`src/sv/bcs_pkg.sv`:
```
`timescale 1ns / 1ps
package bcs_pkg;

    // Field widths fixed by the register map and the item formats.
    localparam int ROI_W    = 10;
    localparam int BH_W     = 7;
    localparam int NB_W     = 5;
    localparam int THR_W    = 14;
    localparam int PIX_W    = 8;
    localparam int SUM_W    = 14;
    localparam int EDGE_W   = 10;
    localparam int CENTER_W = 9;
    localparam int TOP_W    = 10;
    localparam int BANDNO_W = 4;
    localparam int APB_AW   = 4;
    localparam int APB_DW   = 32;

    localparam logic [SUM_W-1:0] SUM_MAX = '1;

    localparam logic [ROI_W-1:0] ROI_WIDTH_RST  = 10'd320;
    localparam logic [BH_W-1:0]  BAND_HEIGHT_RST = 7'd18;
    localparam logic [NB_W-1:0]  NUM_BANDS_RST  = 5'd13;
    localparam logic [THR_W-1:0] THRESHOLD_RST  = 14'd1377;

    typedef enum logic [1:0] {
        REG_ROI_WIDTH   = 2'd0,
        REG_BAND_HEIGHT = 2'd1,
        REG_NUM_BANDS   = 2'd2,
        REG_THRESHOLD   = 2'd3
    } t_reg_idx;

    // Per-item control computed when the pixel is accepted.
    typedef struct packed {
        logic live;
        logic start;
        logic first_row;
        logic last_row;
        logic emit;
        logic last_band;
        logic col_in;
        logic col_ge1;
        logic col_right_ok;
    } t_front;

    // Per-item control when the column sum is final.
    typedef struct packed {
        logic start;
        logic hit_left;
        logic hit_right;
        logic emit;
        logic last_band;
    } t_retire;

endpackage

```
`src/sv/bcs_edges.sv`:
```
`timescale 1ns / 1ps
module bcs_edges #(
    parameter int CW        = 9,
    parameter int XW        = 10,
    parameter int FW        = 5,
    parameter int MIN_FOUND = 4
) (
    input  logic                                 i_clk,
    input  logic                                 i_rst_n,
    input  logic                                 i_retire_valid,
    input  bcs_pkg::t_retire                     i_retire,
    input  logic [CW-1:0]                        i_col,
    input  logic [bcs_pkg::TOP_W-1:0]            i_top,
    input  logic [bcs_pkg::BANDNO_W-1:0]         i_band_no,
    input  logic [XW-1:0]                        i_w_eff,
    input  logic                                 i_ready,
    output logic                                 o_valid,
    output logic [bcs_pkg::EDGE_W-1:0]           o_left_edge,
    output logic signed [bcs_pkg::EDGE_W-1:0]    o_right_edge,
    output logic                                 o_band_found,
    output logic [bcs_pkg::CENTER_W-1:0]         o_center_x,
    output logic [bcs_pkg::TOP_W-1:0]            o_band_top_y,
    output logic [bcs_pkg::BANDNO_W-1:0]         o_band_number,
    output logic                                 o_last_band,
    output logic                                 o_enough_points
);
    localparam int EW  = bcs_pkg::EDGE_W;
    localparam int CXW = bcs_pkg::CENTER_W;

    logic [CW-1:0]        r_left, n_left;
    logic                 r_left_seen, n_left_seen;
    logic signed [CW:0]   r_right, n_right;
    logic [FW-1:0]        r_found, n_found;
    logic                 r_out_valid;

    logic                 base_seen;
    logic signed [CW:0]   base_right;
    logic [FW-1:0]        base_found;
    logic [XW-1:0]        left_x;
    logic signed [XW:0]   right_x;
    logic [XW:0]          ctr_sum;
    logic                 found;
    logic [CXW-1:0]       center;
    logic                 enough;

    always_comb begin
        base_seen  = i_retire.start ? 1'b0 : r_left_seen;
        base_right = i_retire.start ? '1 : r_right;
        base_found = i_retire.start ? '0 : r_found;

        n_left_seen = base_seen || i_retire.hit_left;
        n_left      = (i_retire.hit_left && !base_seen) ? i_col : r_left;
        n_right     = i_retire.hit_right ? $signed({1'b0, i_col}) : base_right;

        left_x  = n_left_seen ? XW'(n_left) : i_w_eff;
        right_x = (XW+1)'(n_right);
        found   = right_x > $signed({1'b0, left_x});
        ctr_sum = {1'b0, left_x} + $unsigned(right_x);
        center  = found ? CXW'(ctr_sum[XW:1]) : '0;
        n_found = base_found + FW'(found);
        enough  = i_retire.last_band && (32'(n_found) >= MIN_FOUND);
    end

    always_ff @(posedge i_clk) begin
        if (!i_rst_n) begin
            r_left_seen <= 1'b0;
            r_right     <= '1;
            r_found     <= '0;
        end else if (i_retire_valid) begin
            if (i_retire.emit) begin
                r_left_seen <= 1'b0;
                r_right     <= '1;
                r_found     <= i_retire.last_band ? '0 : n_found;
            end else begin
                r_left_seen <= n_left_seen;
                r_right     <= n_right;
                r_found     <= base_found;
            end
        end
    end

    always_ff @(posedge i_clk) begin
        if (i_retire_valid) begin
            r_left <= n_left;
        end
    end

    always_ff @(posedge i_clk) begin
        if (!i_rst_n) begin
            r_out_valid <= 1'b0;
        end else if (i_retire_valid && i_retire.emit) begin
            r_out_valid <= 1'b1;
        end else if (i_ready) begin
            r_out_valid <= 1'b0;
        end
    end

    always_ff @(posedge i_clk) begin
        if (i_retire_valid && i_retire.emit) begin
            o_left_edge     <= EW'(left_x);
            o_right_edge    <= EW'(right_x);
            o_band_found    <= found;
            o_center_x      <= center;
            o_band_top_y    <= i_top;
            o_band_number   <= i_band_no;
            o_last_band     <= i_retire.last_band;
            o_enough_points <= enough;
        end
    end

    assign o_valid = r_out_valid;

endmodule

```
`config.mk`:
```
export PLATFORM = sky130hd
export DESIGN_NAME = bcs_edges
export DESIGN_NICKNAME = d
export VERILOG_FILES = /design/src/sv/bcs_pkg.sv /design/src/sv/bcs_edges.sv
export SDC_FILE = /design/constraint.sdc
export NUM_CORES = 1
export LEC_CHECK = 0
export ABC_AREA = 1
export BUFFER_PORTS_ARGS = -buffer_cell sky130_fd_sc_hd__buf_2
export CORE_MARGIN = 2
export CORE_UTILIZATION = 31
export CTS_BUF_LIST = sky130_fd_sc_hd__clkbuf_4 sky130_fd_sc_hd__clkbuf_8
export CTS_CLUSTER_DIAMETER = 120
export DETAILED_ROUTE_END_ITERATION = 6
export PLACE_DENSITY = 0.62
export SYNTH_ARGS = -nofsm -noshare
export SYNTH_HDL_FRONTEND = slang
export SYNTH_SLANG_ARGS = --single-unit
export TNS_END_PERCENT = 5
```
`constraint.sdc`:
```
create_clock -name i_clk -period 4.5 [get_ports i_clk]
set_input_delay 0.225 -clock i_clk [delete_from_list [all_inputs] [get_ports i_clk]]
set_output_delay 0.225 -clock i_clk [all_outputs]
set_load 0.005 [all_outputs]
```
==> impl.org <==
** Run status
- Outcome :: completed

** Critical path
- Traced cell by cell, the critical path runs through inv_1 > o21ai_4 > nand2_1 > o21ai_1 > nand2_1 > o21ai_2 > ha_1 > inv_1 > nand3_1 > nor2_1 > nand2_1 > nand3_1 > nand3_2 > inv_1 > ha_1 > ha_1 > nand3_1 > xor2_1 > nor2_1 > a21boi_0.
- Worst setup slack for register-to-register paths :: 0.95 ns
- The worst setup path is captured at a register.
- The most critical setup path has its startpoint at r_left_seen$_SDFFE_PN0P_.
- Among all stages on the critical path, the largest delay is contributed by dfxtp_1.
- FF-to-FF End :: o_enough_points$_DFFE_PP_
- Signal arrival time at the worst endpoint :: about 3.7 ns
- On the worst path, the slowest cell contributes a delay of ~0.38 ns.
- Critical path data required time :: about 4.6 ns
- The critical path contains buffers and inverters numbering 3 combined.
- The worst setup path is launched from a register.
- In this run the critical register-to-register path is launched from r_left_seen$_SDFFE_PN0P_.
- The setup path with the least slack is of type reg2reg.
- The critical path runs through a total of 20 cells.
- Cell family with most CP delay :: simple AND/OR/NAND/NOR gates
- Along the worst path, the maximum fanout reaches 17.
- Worst r2r path cells :: 20

** Run
- # Max-Cap Violations :: 0

** Timing
- RSZ-0062 raised after global routing :: no
- Setup violations remaining at the end of the flow were counted as 0.
- Number of max-slew violations in the final report :: 0
- The worst path needs approximately 3.6 ns of the cycle, external delays included.
- Measured against its own limit, the worst slew margin works out to 0.3128.
- Worst clock skew on the final layout :: approximately 0.0063 ns
- Worst Max-Slew Pin Slew :: about 1.0 ns
- The count of endpoints failing hold in the final timing report came to 0.
- Timing would allow up to 0.2816 GHz.
- Of the available clock period, the critical path in the final layout requires 0.7892.
- Adding up every negative setup slack in the final design gives 0 ns.
- Final WS setup :: ~0.95 ns

** Detailed routing
- Summed over all layers, the routed wires come to between 8000 and 9000 microns.
- The first detailed-routing pass ran for 4 iterations.
- After detailed routing, the number of remaining DRC violations is 0.
- WL/cell :: about 13 microns
- Detailed routing inserted a total of approximately 2800 vias.
- In this run, the number of DRC markers left after iteration 0 of detailed routing was approximately 160.
- After detailed routing, the number of vias per cell comes to about 4.5.
- In this run the remaining antenna-violating nets after routing total 0.

** Die
- Die X-Extent :: ~110 microns
- Die Area :: between 10000 and 15000 sq um
- After floorplanning, the core was sized to cover 11420 sq um.
- Row generation in the floorplan step produced 39 rows.
- The die is roughly 110 microns tall.
- For this configuration, the core starts out at a cell density of 0.3165.
- Top Ports :: 89

** Clock network
- Number of H-tree levels :: 3
- Counting every sink on the clock net gives slightly above 70.
- Clock insertion delay at the later pin of the skew report :: approximately 0.35 ns
- CTS placed an instance of clkbuf_8 at the clock tree root.
- Clock buffer count from CTS :: 9
- TritonCTS clock tree :: built
- Counting along the longest clock path gives a buffer depth of 2.
- Buffers inserted during post-CTS setup optimization :: 0
- Clock transition at path regs :: ~0.080 ns
- Hold_buf cts :: 0
- The number of gates resized after CTS was 0.

** Layout
- Area growth syn-to-layout :: 21.23%
- Fin nets :: between 500 and 600
- Antenna diodes :: 0
- Once layout is complete, the cells apart from fillers number between 600 and 700.
- Of the cells placed in the final design, the portion with a size suffix greater than 1 is 0.2630.
- Final design area excluding fillers :: around 4400 sq um

** Power
- In this run the power spent charging and discharging nets is ~440 uW.
- Of the total power, registers draw 0.495.
- The design draws approximately 1600 uW.
- IR Drop Worst-Case VDD :: around 0.18 mV
- Combinational group share of total power :: 0.194
- Switching portion of total power :: 0.2830
- The internal power of the cells totals about 1100 uW.
- Leak Pwr :: 0.002004 uW
- Power spread over the standard cell area amounts to ~360 nW/um^2.
- The share of total power dissipated in the clock network is 0.312.

** Worst hold path
- Launch point of the worst hold path :: i_band_no[0]
- Worst Hold Class :: in2reg
- The worst hold path terminates at o_band_number[0]$_DFFE_PP_.
- Along the worst hold path, the cell count comes to 1.

** Yosys
- When the netlist entered floorplanning its net count stood at 447.
- The most used flip-flop cell after synthesis is edfxtp_1.
- In the synthesized netlist, the number of instances is 382.
- Average footprint of a synthesized cell :: 9.459 sq um
- In the synthesized netlist, the cells that appear most often are nand2_1 (79), inv_1 (65), edfxtp_1 (55).
- Post-synth cell types :: 31
- Synth top area cells :: edfxtp_1 (46%), dfxtp_1 (9.4%), nand2_1 (8.2%), ha_1 (7.6%), inv_1 (6.8%)
- Sequential element share of the synthesized area :: 0.5512
- The mapped netlist covers between 3000 and 4000 sq um.
- Count of flip-flops with a built-in enable after synthesis :: 55
- The synthesized design spends more area on one cell type than any other, namely edfxtp_1.
- Share of flip-flops with an asynchronous set or reset :: 0
- In the post-synthesis netlist, the cell with the most instances is nand2_1.
- Of the post-synthesis cell area, the dominant cell type holds 0.4571.
- Counting flops and latches in the post-synthesis netlist gives between 70 and 80.
- The Yosys step of the flow raised 0 warnings.

** GRT
- Maximum number of pins on one net before global-route repair :: a little under 50
- Across every metal layer, demand over resource in global routing totals 0.1391.
- The via count of the first global-routing pass was about 2800.
- The initial antenna violation count came to 0.
- The first global-routing pass estimated roughly 14000 microns of wire.
- After global routing the overflow that remains totals 0.

** Placement
- Placed inst area :: approximately 4200 sq um
- Placed instance count :: slightly above 600
- During placement, the flow inserted port buffers numbering 88.
- RePlAce Congestion :: a little over 0.9
- At the placement stage, the worst setup path has a slack of just under 0.9 ns.
- Once detailed placement completed, the half-perimeter wirelength came to 6304 microns.
final cells by class:
class / count / area (sq um)
clock buffers: 9 / 123.9
multi-input cells: 228 / 1294
repair buffers: 88 / 440.4
inverters: 76 / 290.3
well taps: 143 / 178.9
clock inverters: 6 / 61.31
flip-flops and latches: 72 / 1992
fillers: 1185 / 7038
cell families (layout without fill, tap and decap cells):
| kind of cell | Yosys count | in the layout | synth area share |
|---|---|---|---|
| DFF | 72 | 72 | 0.5512 |
| adders and majority gates | 23 | 23 | 0.08172 |
| and+or+nand+nor | 134 | 134 | 0.1513 |
| AOI/OAI and AO/OA | 65 | 65 | 0.1098 |
| buffers and inverters | 82 | 179 | 0.09072 |
| xor gates and xnor gates | 5 | 5 | 0.01212 |
| muxes | 1 | 1 | 0.003116 |
layout by cell type, fill, tap and decap left out, types with 2 or more instances in the layout:
cell / synthesis / routed
clkinvlp_4: 0 / 3
o21bai_1: 2 / 2
ha_1: 22 / 22
clkinv_1: 1 / 2
o22ai_1: 9 / 9
o21ai_1: 4 / 4
nand3_1: 16 / 16
buf_2: 0 / 88
o21ai_2: 8 / 8
dfxtp_1: 17 / 17
nand2_1: 79 / 79
a21oi_1: 23 / 23
clkbuf_8: 0 / 9
o21ai_0: 16 / 16
nand4_1: 2 / 2
or2_0: 2 / 2
inv_1: 65 / 64
inv_2: 8 / 9
edfxtp_1: 55 / 55
inv_4: 2 / 2
nor2_1: 31 / 31
xor2_1: 4 / 4
how the worst max path moves through the flow:
stage / slack (ns) / to
after global routing: 0.50 / o_enough_points$_DFFE_PP_
after global placement: 0.98 / o_enough_points$_DFFE_PP_
after CTS: 0.92 / o_enough_points$_DFFE_PP_
after detailed placement: 0.87 / o_enough_points$_DFFE_PP_
after floorplan: 1.39 / o_enough_points$_DFFE_PP_
final: 0.95 / o_enough_points$_DFFE_PP_
registers in the layout, indices dropped and copies added, names as in the netlist:
| signal | cells |
|---|---|
| r_left_seen | 1 |
| o_band_found | 1 |
| o_valid | 1 |
| o_enough_points | 1 |
| r_found | 5 |
| o_last_band | 1 |
| r_right | 10 |
| o_left_edge | 10 |
| r_left | 9 |
| o_center_x | 9 |
| o_band_top_y | 10 |
| o_right_edge | 10 |
| o_band_number | 4 |
per-layer routing:
layer | wire length (microns) | vias to the layer above | GRT usage
met5 | 0 | - | 0
met4 | 94 | 0 | 0.04146
met3 | 662 | 7 | 0.04627
met2 | 3674 | 106 | 0.2275
met1 | 3793 | 1280 | 0.1762
li1 | - | 1426 | -
stage by stage:
stage / hold WS (ns) / util
2_1_floorplan: 0.3239 / -
3_3_place_gp: 0.4060 / 0.3674
4_1_cts: 0.02398 / 0.3836
5_1_grt: 0.02532 / 0.3836
3_5_place_dp: 0.4055 / 0.3674
6_report: 0.04419 / 0.3836
power groups by stage:
stage / Combinational [uW] / Sequential (uW) / Clock, uW
after floorplan: 200 / 792 / 0
after global placement: 299 / 790 / 0
after detailed placement: 303 / 791 / 0
after CTS: 305 / 776 / 505
after global routing: 351 / 779 / 532
final: 303 / 775 / 489
Power figures use the tool's default switching activity.
