## config.mk

```make
export PLATFORM = sky130hd
export DESIGN_NAME = bcs_ctrl
export DESIGN_NICKNAME = d
export VERILOG_FILES = /design/src/sv/bcs_pkg.sv /design/src/sv/bcs_ctrl.sv
export SDC_FILE = /design/constraint.sdc
export NUM_CORES = 1
export LEC_CHECK = 0
export ABC_CLOCK_PERIOD_IN_PS = 4000
export BUFFER_PORTS_ARGS = -buffer_cell sky130_fd_sc_hd__buf_4
export CAP_MARGIN = 20
export CORE_UTILIZATION = 52
export CTS_CLUSTER_SIZE = 24
export DETAILED_ROUTE_END_ITERATION = 8
export PLACE_DENSITY = 0.84
export SYNTH_ARGS = -nofsm -noshare
export SYNTH_HDL_FRONTEND = slang
export SYNTH_SLANG_ARGS = --single-unit
```

## constraint.sdc

```tcl
create_clock -name i_clk -period 4 [get_ports i_clk]
set_input_delay 0.4 -clock i_clk [delete_from_list [all_inputs] [get_ports i_clk]]
set_output_delay 0.4 -clock i_clk [all_outputs]
set_load 0.01 [all_outputs]
```

## src/sv/bcs_pkg.sv

```systemverilog
`timescale 1ns / 1ps
package bcs_pkg;

    // Field widths fixed by the register map and the item formats.
    localparam int ROI_W    = 10;
    localparam int BH_W     = 7;
    localparam int NB_W     = 5;
    localparam int THR_W    = 14;
    localparam int PIX_W    = 8;
    localparam int SUM_W    = 14;
    localparam int EDGE_W   = 10;
    localparam int CENTER_W = 9;
    localparam int TOP_W    = 10;
    localparam int BANDNO_W = 4;
    localparam int APB_AW   = 4;
    localparam int APB_DW   = 32;

    localparam logic [SUM_W-1:0] SUM_MAX = '1;

    localparam logic [ROI_W-1:0] ROI_WIDTH_RST  = 10'd320;
    localparam logic [BH_W-1:0]  BAND_HEIGHT_RST = 7'd18;
    localparam logic [NB_W-1:0]  NUM_BANDS_RST  = 5'd13;
    localparam logic [THR_W-1:0] THRESHOLD_RST  = 14'd1377;

    typedef enum logic [1:0] {
        REG_ROI_WIDTH   = 2'd0,
        REG_BAND_HEIGHT = 2'd1,
        REG_NUM_BANDS   = 2'd2,
        REG_THRESHOLD   = 2'd3
    } t_reg_idx;

    // Per-item control computed when the pixel is accepted.
    typedef struct packed {
        logic live;
        logic start;
        logic first_row;
        logic last_row;
        logic emit;
        logic last_band;
        logic col_in;
        logic col_ge1;
        logic col_right_ok;
    } t_front;

    // Per-item control when the column sum is final.
    typedef struct packed {
        logic start;
        logic hit_left;
        logic hit_right;
        logic emit;
        logic last_band;
    } t_retire;

endpackage

```

## src/sv/bcs_ctrl.sv

```systemverilog
`timescale 1ns / 1ps
module bcs_ctrl #(
    parameter int CW  = 9,
    parameter int HW  = 6,
    parameter int HXW = 7,
    parameter int BW  = 4,
    parameter int NXW = 5,
    parameter int XW  = 10
) (
    input  logic                           i_clk,
    input  logic                           i_rst_n,
    input  logic                           i_accept,
    input  logic                           i_frame_start,
    input  logic [XW-1:0]                  i_w_eff,
    input  logic [HXW-1:0]                 i_h_eff,
    input  logic [NXW-1:0]                 i_nb_eff,
    output bcs_pkg::t_front                o_front,
    output logic [CW-1:0]                  o_col,
    output logic [bcs_pkg::TOP_W-1:0]      o_top,
    output logic [bcs_pkg::BANDNO_W-1:0]   o_band_no
);
    localparam int TW = bcs_pkg::TOP_W;
    localparam int NW = bcs_pkg::BANDNO_W;

    logic [CW-1:0]     r_col, n_col;
    logic [HW-1:0]     r_row, n_row;
    logic [BW-1:0]     r_band, n_band;
    logic              r_done, n_done;

    logic [CW-1:0]     col;
    logic [HW-1:0]     row;
    logic [BW-1:0]     band;
    logic              done;
    logic [XW:0]       col_p1, col_p2;
    logic [HXW:0]      row_p1;
    logic [NXW:0]      band_p1;
    logic              last_col, last_row, last_band;
    logic [BW+HXW-1:0] top_full;

    always_comb begin
        // A frame start restarts the counters before this pixel is placed.
        col  = i_frame_start ? '0 : r_col;
        row  = i_frame_start ? '0 : r_row;
        band = i_frame_start ? '0 : r_band;
        done = i_frame_start ? 1'b0 : r_done;

        col_p1    = (XW+1)'(col) + (XW+1)'(1);
        col_p2    = col_p1 + (XW+1)'(1);
        row_p1    = (HXW+1)'(row) + (HXW+1)'(1);
        band_p1   = (NXW+1)'(band) + (NXW+1)'(1);
        last_col  = col_p1 >= (XW+1)'(i_w_eff);
        last_row  = row_p1 >= (HXW+1)'(i_h_eff);
        last_band = band_p1 >= (NXW+1)'(i_nb_eff);
        top_full  = (BW+HXW)'(band) * (BW+HXW)'(i_h_eff);

        o_front.live         = !done;
        o_front.start        = i_frame_start;
        o_front.first_row    = (row == '0);
        o_front.last_row     = last_row;
        o_front.emit         = !done && last_col && last_row;
        o_front.last_band    = last_band;
        o_front.col_in       = (XW+1)'(col) < (XW+1)'(i_w_eff);
        o_front.col_ge1      = (col != '0);
        o_front.col_right_ok = col_p2 <= (XW+1)'(i_w_eff);
        o_col                = col;
        o_top                = TW'(top_full);
        o_band_no            = NW'(band);

        n_col  = col;
        n_row  = row;
        n_band = band;
        n_done = done;
        if (!done) begin
            if (!last_col) begin
                n_col = CW'(col_p1);
            end else begin
                n_col = '0;
                if (!last_row) begin
                    n_row = HW'(row_p1);
                end else begin
                    n_row = '0;
                    if (last_band) begin
                        n_band = '0;
                        n_done = 1'b1;
                    end else begin
                        n_band = BW'(band_p1);
                    end
                end
            end
        end
    end

    always_ff @(posedge i_clk) begin
        if (!i_rst_n) begin
            r_col  <= '0;
            r_row  <= '0;
            r_band <= '0;
            r_done <= 1'b0;
        end else if (i_accept) begin
            r_col  <= n_col;
            r_row  <= n_row;
            r_band <= n_band;
            r_done <= n_done;
        end
    end

endmodule

```

==> results.py, run 1 <==
metrics = {
    "power": {
        "p_sw_share_pct": 26.61,
        "p_leak_nw": 1.939,
        "power_switching_mw": 0.1390,
        "power_density_nw_per_um2": 136.6,
        "seq_power_share_pct": 39.6,
        "peakVddDrop_uv": 130.1,
        "finalPower_mw": 0.5224,
        "p_comb_share_pct": 21.6,
        "internal_power_mw": 0.3834,
        "power.clock.fraction_pct": 38.8,
    },
    "critical_path": {
        "critPathMaxStageDelay_ps": 530,
        "cp_top_family": "adder cells",
        "rr_startpoint": "r_col[1]",
        "cp.arrival_ps": 3480,
        "crit_chain": "nor2b_4, nand2_2, fa_1, fa_1, inv_2, ha_1, a21o_1, a21oi_4, nor2b_1, o21a_1, o41ai_2, xnor2_1, buf_4",
        "critPathKind": "reg -> out",
        "end_kind": "output pin",
        "critical-path-slowest-cell": "fa_1",
        "start_kind": "register",
        "path_buf_inv": 2,
        "critPathLaunch": "r_band[3]",
        "required_ps": 3600,
        "cp_max_fo": 4,
        "crit_path_frequent_cell": "fa_1",
    },
    "final_layout": {
        "num_antenna_cells": 0,
        "n_fill_cell": 490,
        "layout-drive-gt1-share_pct": 23.96,
        "nNetsFinal": 545,
        "utilization_pct": 64.58,
        "synthToLayoutAreaGrowth_pct": 19.66,
    },
    "floorplan": {
        "die-height_um": 80.39,
        "start_util_pct": 53.97,
        "core_area_um2": 5921,
        "ios": 58,
        "dieArea_um2": 6463,
        "rows": 28,
        "die_x_um": 80.39,
    },
    "outcome": {
        "outcome": "complete, no violations",
    },
    "detailed_routing": {
        "drcViolationCount": 0,
        "wire_per_inst_um": 14.80,
        "vias": 3017,
        "ant_nets": 0,
        "drtPass1Iterations": 4,
        "vias_per_cell": 5.692,
        "wl_um": 7846,
        "drt_iter0_markers": 177,
    },
    "clock_tree": {
        "cts_hold_buf": 0,
        "numClockSinks": 20,
        "clk_pin_slew_ps": 80,
        "cts_root_buf": "clkbuf_8",
        "numCtsBuffers": 3,
        "cts_tree": "built",
        "cts_max_level": 1,
        "cts.path.max_buffers": 2,
        "clock_latency_ps": 260,
    },
    "synth": {
        "synth_edf_count": 0,
        "synth-simple-area-share_pct": 25.45,
        "synth-xor-area-share_pct": 7.635,
        "yosysSeqAreaShare_pct": 12.53,
        "synth_area_per_cell_um2": 7.890,
        "synthCells": 405,
        "synth_top_family_by_area": "adder cells",
        "synth_cell_types": 66,
        "syn_area_um2": 3196,
        "synthAdderAreaFrac_pct": 27.02,
        "ys.flop_type": "dfxtp_1",
        "synthMuxAreaShare_pct": 0.7831,
        "synth-compound-area-share_pct": 17.50,
        "yosys_warnings": 0,
        "synth_nets": 494,
        "synthArstFlopShare_pct": 0,
        "synth_seq_cells": 20,
    },
    "timing": {
        "tns_ps": 0,
        "worst_slew_pin_slew_ps": 582.0,
        "hold_viol": 0,
        "slew_headroom_pct": 61.11,
        "final_max_slew_viol_count": 0,
        "fmax_ghz": 0.2578,
        "period_minus_slack_ps": 3879,
        "fin_worst_skew_ps": 1.866,
        "setup_violations": 0,
        "fin_crit_sh_pct": 96.98,
    },
    "global_route": {
        "track_usage_pct": 25.02,
        "antenna_found_initial": 0,
        "grt_pass1_vias": 2933,
        "grt_pass1_wl_um": 13050,
        "grt_start_max_net_pins": 31,
        "grt_remaining_overflow": 0,
    },
    "hold_path": {
        "hold_class": "in -> reg",
        "hp-start": "i_accept",
    },
    "placement": {
        "hpwlAfterDp_um": 6165,
        "place.gp.congestion": 0.9005,
        "port_buffers": 57,
    },
    "run": {
        "drv_cap": 0,
    },
}
[worst register-to-register path: stages, from the launching register on]
cell     delay (ps)
dfxtp_1         480
and3_1          350
nand3_1         130
xor2_1          160
nor2_1          180
ha_1            280
o21a_1          130
a21oi_2         210
a21oi_4         110
o21ai_4         300
mux2_4          330
a32o_1          210
[cell usage after synthesis, types with 2 or more instances]
library cell,n,share of area [%]
and3_1,3,0.59
and2_1,20,3.9
o21a_1,6,1.4
nor4_1,3,0.59
o21ai_2,2,0.55
buf_2,4,0.63
nor2_1,19,2.2
a211o_1,2,0.55
fa_1,10,6.3
and4_1,2,0.55
nand3_1,26,4.1
nand4_1,6,1.2
nand2_1,39,4.6
a21o_1,5,1.2
xnor2_1,15,4.1
buf_4,7,1.6
clkbuf_1,9,1.1
ha_1,53,21
a211oi_1,3,0.70
a21oi_1,20,3.1
o211a_1,2,0.63
o21ai_0,8,1.3
and2b_1,2,0.47
a32o_1,2,0.63
or2_2,2,0.39
nor2b_1,12,2.3
a22o_1,4,1.1
o31ai_1,2,0.47
nor3_1,6,0.94
a21oi_2,2,0.55
nand2b_1,2,0.39
inv_1,43,5.1
xor2_1,11,3.0
dfxtp_1,20,13
o211ai_1,2,0.47
[final cells by class]
type / instances / area [um^2] / share of cell area [%]
clock buffers: 3 / 41.29 / 1.080
inverters: 45 / 168.9 / 4.418
repair buffers: 68 / 510.5 / 13.35
clock inverters: 1 / 30.03 / 0.7853
flip-flops and latches: 20 / 404.1 / 10.57
multi-input cells: 318 / 2575 / 67.34
well taps: 75 / 93.84 / 2.454
[layer usage]
layer / vias up / GRT usage (%) / share of wire [%]
met1: 1424 / 31.91 / 44
li1: 1497 / - / -
met4: 0 / 5.536 / 1.9
met2: 84 / 45.42 / 50
met5: - / 0 / 0
met3: 12 / 1.818 / 4.1
[power groups by stage]
stage	logic, mW	registers (mW)	clock network (mW)
after CTS	0.111	0.207	0.205
after detailed placement	0.111	0.212	0
after global placement	0.106	0.211	0
after global routing	0.126	0.208	0.212
final	0.113	0.207	0.203
after floorplan	0.0704	0.208	0
[flip-flops by register name, indices dropped and copies added (netlist names)]
| name | cells |
|---|---|
| r_band | 4 |
| r_col | 9 |
| r_row | 6 |
| r_done | 1 |
[logic make-up (layout without fill, tap and decap cells)]
family | count (synthesis) | after routing
AOI/OAI and AO/OA | 74 | 74
xor gates and xnor gates | 27 | 27
adders and majority gates | 63 | 63
buffers and inverters | 67 | 117
DFF | 20 | 20
muxes | 2 | 2
and+or+nand+nor | 152 | 152
[layout by cell type (no fill, tap or decap), types with 6 or more instances in the layout]
cell type  count
o21a_1         6
fa_1          10
buf_4         68
xnor2_1       15
nand2_1       38
nand3_1       26
o21ai_0        8
xor2_1        11
dfxtp_1       17
nor2b_1        9
ha_1          51
nand4_1        6
nor3_1         6
nor2_1        19
inv_1         40
and2_1        18
a21oi_1       19
[final timing paths]
kind | to | slack, ps | cells after the start
worst min register to register | r_col[3] | 510 | 2
worst max-delay path | o_top[9] | 120 | 13
worst max register to register | r_band[1] | 1020 | 11
worst min-delay path | r_done | 430 | 2
[metrics by stage]
stage	hold WS (ps)	setup slack, ps	instances	instance area (um^2)
CTS	433.5	26.31	527	3739
finish	428.5	120.9	530	3824
global route	437.3	-47.34	530	3824
floorplan	449.1	7.088	405	3196
global placement	471.2	104.5	523	3656
detailed placement	497.2	13.20	523	3656
[what timing repair did]
| item | CTS | global route |
|---|---|---|
| resized for setup | 2 | 18 |
| endpoints found under the setup margin | 1 | 3 |
| buffers inserted | 0 | 3 |
| pin swaps | 0 | 8 |
Power figures use the tool's default switching activity.
==> run 2: changes to the inputs <==
- MAX_ROUTING_LAYER: unset -> met4
==> run 2 against run 1 <==
Cell area is the same. Sequential power is essentially flat. Maximum frequency is essentially flat. Sequential share of layout area is the same. Largest power group unchanged. Critical path type unchanged. Clock skew is essentially flat. Critical path depth grew 1.
==> results.py, run 2 (synthesis gave the netlist of run 1 again) <==
metrics = {
    "outcome": {
        "outcome": "complete, no violations",
    },
    "global_route": {
        "grt_remaining_overflow": 0,
        "track_usage_pct": 25.70,
        "grt_pass1_vias": 2936,
        "grt_start_max_net_pins": 31,
        "antenna_found_initial": 0,
        "grt_pass1_wl_um": 13050,
    },
    "floorplan": {
        "rows": 28,
        "die_x_um": 80.39,
        "core_area_um2": 5921,
        "ios": 58,
        "dieArea_um2": 6463,
        "die-height_um": 80.39,
        "start_util_pct": 53.97,
    },
    "timing": {
        "fin_crit_sh_pct": 96.93,
        "slew_headroom_pct": 61.22,
        "final_max_slew_viol_count": 0,
        "tns_ps": 0,
        "setup_violations": 0,
        "period_minus_slack_ps": 3877,
        "hold_viol": 0,
        "fmax_ghz": 0.2579,
        "worst_slew_pin_slew_ps": 580.2,
        "hold_slack_ps": 430.2,
        "fin_worst_skew_ps": 1.475,
    },
    "detailed_routing": {
        "wl_um": 7842,
        "drt_iter0_markers": 187,
        "vias": 3021,
        "wire_per_inst_um": 14.80,
        "ant_nets": 0,
        "vias_per_cell": 5.700,
        "drtPass1Iterations": 5,
        "drcViolationCount": 0,
    },
    "power": {
        "seq_power_share_pct": 39.6,
        "power.clock.fraction_pct": 38.7,
        "p_sw_share_pct": 26.58,
        "finalPower_mw": 0.5223,
        "power_switching_mw": 0.1388,
        "power_density_nw_per_um2": 136.6,
        "p_leak_nw": 1.939,
        "peakVddDrop_uv": 130.1,
        "internal_power_mw": 0.3835,
        "p_comb_share_pct": 21.7,
    },
    "final_layout": {
        "num_antenna_cells": 0,
        "largest_reg_flops": 9,
        "nNetsFinal": 545,
        "reg_top3": "r_col (9), r_row (6), r_band (4)",
        "utilization_pct": 64.58,
        "regMostFlops": "r_col",
        "layout-drive-gt1-share_pct": 23.96,
        "layout_commonest_cell": "buf_4",
        "synthToLayoutAreaGrowth_pct": 19.66,
        "layout_common_cells": "buf_4, ha_1, inv_1, nand2_1, nand3_1",
        "n_fill_cell": 490,
    },
    "run": {
        "drv_cap": 0,
    },
    "clock_tree": {
        "cts.path.max_buffers": 2,
        "numClockSinks": 20,
        "numCtsBuffers": 3,
        "clock_latency_ps": 260,
        "cts_max_level": 1,
        "cts_tree": "built",
        "cts_root_buf": "clkbuf_8",
        "cts_hold_buf": 0,
        "clk_pin_slew_ps": 80,
    },
    "critical_path": {
        "end_kind": "output pin",
        "cp.arrival_ps": 3480,
        "cp_max_fo": 6,
        "critPathKind": "reg -> out",
        "worstRegToRegCells": 11,
        "start_kind": "register",
        "required_ps": 3600,
    },
    "placement": {
        "port_buffers": 57,
        "hpwlAfterDp_um": 6165,
        "place.gp.congestion": 0.9159,
    },
    "hold_path": {
        "hold_depth": 2,
        "hold_class": "in -> reg",
    },
}
-- run 2: final timing paths --
path / start / to / slack [ps]
worst max-delay path: r_band[2] / o_top[9] / 120
worst min-delay path: i_accept / r_done / 430
worst max register to register: r_col[1] / r_band[1] / 1030
worst min register to register: r_col[5] / r_col[5] / 510
-- run 2: layer usage --
metal | GRT usage [%] | share of wire, % | vias to the layer above
li1 | - | - | 1497
met1 | 31.91 | 44 | 1427
met2 | 45.51 | 51 | 85
met3 | 1.705 | 4.2 | 12
met4 | 5.536 | 1.6 | 0
met5 | - | 0 | -
-- run 2: per-stage QoR --
step                cell area [um^2]  setup WS (ps)  instances
floorplan                       3196          7.088        405
global placement                3656          104.5        523
detailed placement              3656          13.20        523
CTS                             3739          26.31        527
global route                    3824         -47.34        530
finish                          3824          122.8        530
-- run 2: power by group through the flow --
stage | combinational, mW | clock, mW | sequential (mW)
finish | 0.113 | 0.202 | 0.207
floorplan | 0.0704 | 0 | 0.208
global route | 0.126 | 0.212 | 0.208
detailed placement | 0.111 | 0 | 0.212
CTS | 0.111 | 0.205 | 0.207
global placement | 0.106 | 0 | 0.211
-- run 2: critical path, cell delays in order, from the launching register on --
cell	delay, ps
dfxtp_2	340
nor2b_4	130
buf_4	150
and2_4	150
fa_1	520
inv_2	40
fa_1	530
inv_1	70
ha_4	240
a21oi_4	160
nor2b_1	60
o21a_1	200
o41ai_2	330
xnor2_1	160
buf_4	140
-- run 2: final cells by class --
| type | count | area (um^2) | share of cell area (%) |
|---|---|---|---|
| tap | 75 | 93.84 | 2.454 |
| multi-input combinational | 318 | 2575 | 67.34 |
| clock inverter | 1 | 30.03 | 0.7853 |
| timing repair buffer | 68 | 510.5 | 13.35 |
| sequential | 20 | 404.1 | 10.57 |
| inverter | 45 | 168.9 | 4.418 |
| clock buffer | 3 | 41.29 | 1.080 |
-- run 2: what timing repair did --
action,CTS,global route
endpoints found under the setup margin,1,3
pin swaps,0,8
gates resized for setup,2,18
setup buffers,0,3
==> run 3: changes to the inputs <==
--- a/config.mk
+++ b/config.mk
@@ -7,2 +7,3 @@
 export LEC_CHECK = 0
+export ABC_AREA = 0
 export ABC_CLOCK_PERIOD_IN_PS = 4000
@@ -15,2 +16,3 @@
 export PLACE_DENSITY = 0.84
+export SKIP_CTS_REPAIR_TIMING = 1
 export SYNTH_ARGS = -nofsm -noshare
==> constraint.sdc (replaced) <==
create_clock -name i_clk -period 4 [get_ports i_clk]
set_input_delay 0.8 -clock i_clk [delete_from_list [all_inputs] [get_ports i_clk]]
set_output_delay 0.8 -clock i_clk [all_outputs]
set_load 0.01 [all_outputs]
==> run 3 against run 2 <==
Non-clock buffer count rose by 29. Sequential share of layout area fell by 0.82 points. Highest routed layer unchanged. The run now ends with negative setup slack left. Largest cell class unchanged. Via count increased by 3.8%. Cell count grew 5.5%. Register-to-register slack worse by 160 ps. Maximum frequency decreased by 13%. Die area stayed put. Flip-flop and latch count unchanged.
==> results.py, run 3 (synthesis gave the netlist of run 1 again) <==
metrics = {
    "outcome": {
        "outcome": "finished with violations",
        "violations": "negative setup slack",
    },
    "timing": {
        "slew_headroom_pct": 59.91,
        "fmax_ghz": 0.2251,
        "setup_violations": 4,
        "fin_crit_sh_pct": 111.1,
        "hold_slack_ps": 495.4,
        "tns_ps": -1324,
        "final_max_slew_viol_count": 0,
        "rsz0062_at_grt": "true",
        "setup_slack_ps": -442.2,
        "period_minus_slack_ps": 4442,
        "hold_viol": 0,
        "worst_slew_pin_slew_ps": 599.9,
        "fin_worst_skew_ps": 2.252,
    },
    "clock_tree": {
        "cts_tree": "built",
        "numCtsBuffers": 3,
        "cts_root_buf": "clkbuf_8",
        "numClockSinks": 20,
        "cts.path.max_buffers": 2,
        "cts_max_level": 1,
        "clock_latency_ps": 260,
        "clk_pin_slew_ps": 70,
    },
    "placement": {
        "dp.cells": 555,
        "place.gp.congestion": 0.9176,
        "hpwlAfterDp_um": 6775,
        "place_area_um2": 3964,
        "port_buffers": 57,
    },
    "detailed_routing": {
        "wire_per_inst_um": 14.65,
        "drt_iter0_markers": 162,
        "drtPass1Iterations": 4,
        "vias_per_cell": 5.612,
        "vias": 3137,
        "drcViolationCount": 0,
        "wl_um": 8189,
        "ant_nets": 0,
    },
    "critical_path": {
        "cp_max_fo": 4,
        "critPathLaunch": "i_frame_start",
        "rr_startpoint": "r_col[1]",
        "start_kind": "input port",
        "critPathKind": "in -> out",
        "required_ps": 3200,
        "cp.arrival_ps": 3640,
        "end_kind": "output pin",
    },
    "final_layout": {
        "regMostFlops": "r_col",
        "fin_cells": 559,
        "final_area_um2": 4108,
        "nNetsFinal": 574,
        "synthToLayoutAreaGrowth_pct": 28.54,
        "layout-drive-gt1-share_pct": 29.55,
        "largest_reg_flops": 9,
        "layout_commonest_cell": "buf_4",
        "reg_top3": "r_col (9), r_row (6), r_band (4)",
        "layout_common_cells": "buf_4, ha_1, inv_1, nand2_1, nand3_1",
        "num_antenna_cells": 0,
    },
    "hold_path": {
        "hp-start": "r_col[3]",
        "hold_class": "reg -> reg",
    },
    "global_route": {
        "grt_pass1_wl_um": 13380,
        "track_usage_pct": 26.79,
        "antenna_found_initial": 0,
        "grt_remaining_overflow": 0,
        "grt_start_max_net_pins": 25,
        "grt_pass1_vias": 3041,
    },
    "power": {
        "power_density_nw_per_um2": 129.8,
        "peakVddDrop_uv": 117.1,
        "p_leak_nw": 2.095,
    },
    "floorplan": {
        "start_util_pct": 53.97,
        "die_x_um": 80.39,
        "ios": 58,
        "dieArea_um2": 6463,
        "core_area_um2": 5921,
        "rows": 28,
        "die-height_um": 80.39,
    },
    "run": {
        "drv_cap": 0,
    },
}
run 3: cell count changes in the layout (fill, tap and decap cells not counted), sizes merged:
cell / previous run / this run
buf: 68 / 97
run 3: cell type report:
type | instances | area, um^2
Multi-Input combinational cell | 318 | 2624
Fill cell | 452 | 1813
Timing Repair Buffer | 97 | 747.0
Sequential cell | 20 | 400.4
Inverter | 45 | 171.4
Tap cell | 75 | 93.84
Clock buffer | 3 | 41.29
Clock inverter | 1 | 30.03
run 3: where the power goes:
| group | switching [mW] | internal, mW |
|---|---|---|
| Clock | 0.0675 | 0.134 |
| Combinational | 0.0694 | 0.0576 |
| Sequential | 0.00362 | 0.201 |
run 3: final timing paths:
path / to / slack [ps] / cells past startpoint
setup / recovery: o_top[8] / -440 / 15
hold reg to reg: r_col[3] / 500 / 2
setup reg to reg: r_band[1] / 870 / 12
hold / removal: r_col[3] / 500 / 2
run 3: per-layer routing:
layer  global-route usage (%)  vias up  routed length [um]
met5                        -        -                   0
met4                    7.857        0                 193
met3                    1.477       21                 281
met2                    49.66       86                4193
met1                    30.85     1475                3521
li1                         -     1555                   -
run 3: critical path: stages:
cell	delay, ps
buf_8	100
buf_6	110
nor2b_4	140
nand2_2	80
fa_1	480
fa_1	510
inv_2	60
buf_6	110
fa_2	340
a21o_1	190
a21oi_2	150
o21bai_1	90
a21oi_1	180
xnor2_1	150
buf_4	140
run 3: through the flow:
step / utilization (%) / setup slack, ps / total power [mW]
after floorplan: - / -325.9 / 0.2792
after global placement: 66.95 / -508.5 / 0.3269
after detailed placement: 66.95 / -559.2 / 0.3334
after CTS: 68.15 / -574.3 / 0.5341
after global routing: 69.38 / -587.4 / 0.5574
final: 69.38 / -442.2 / 0.5330
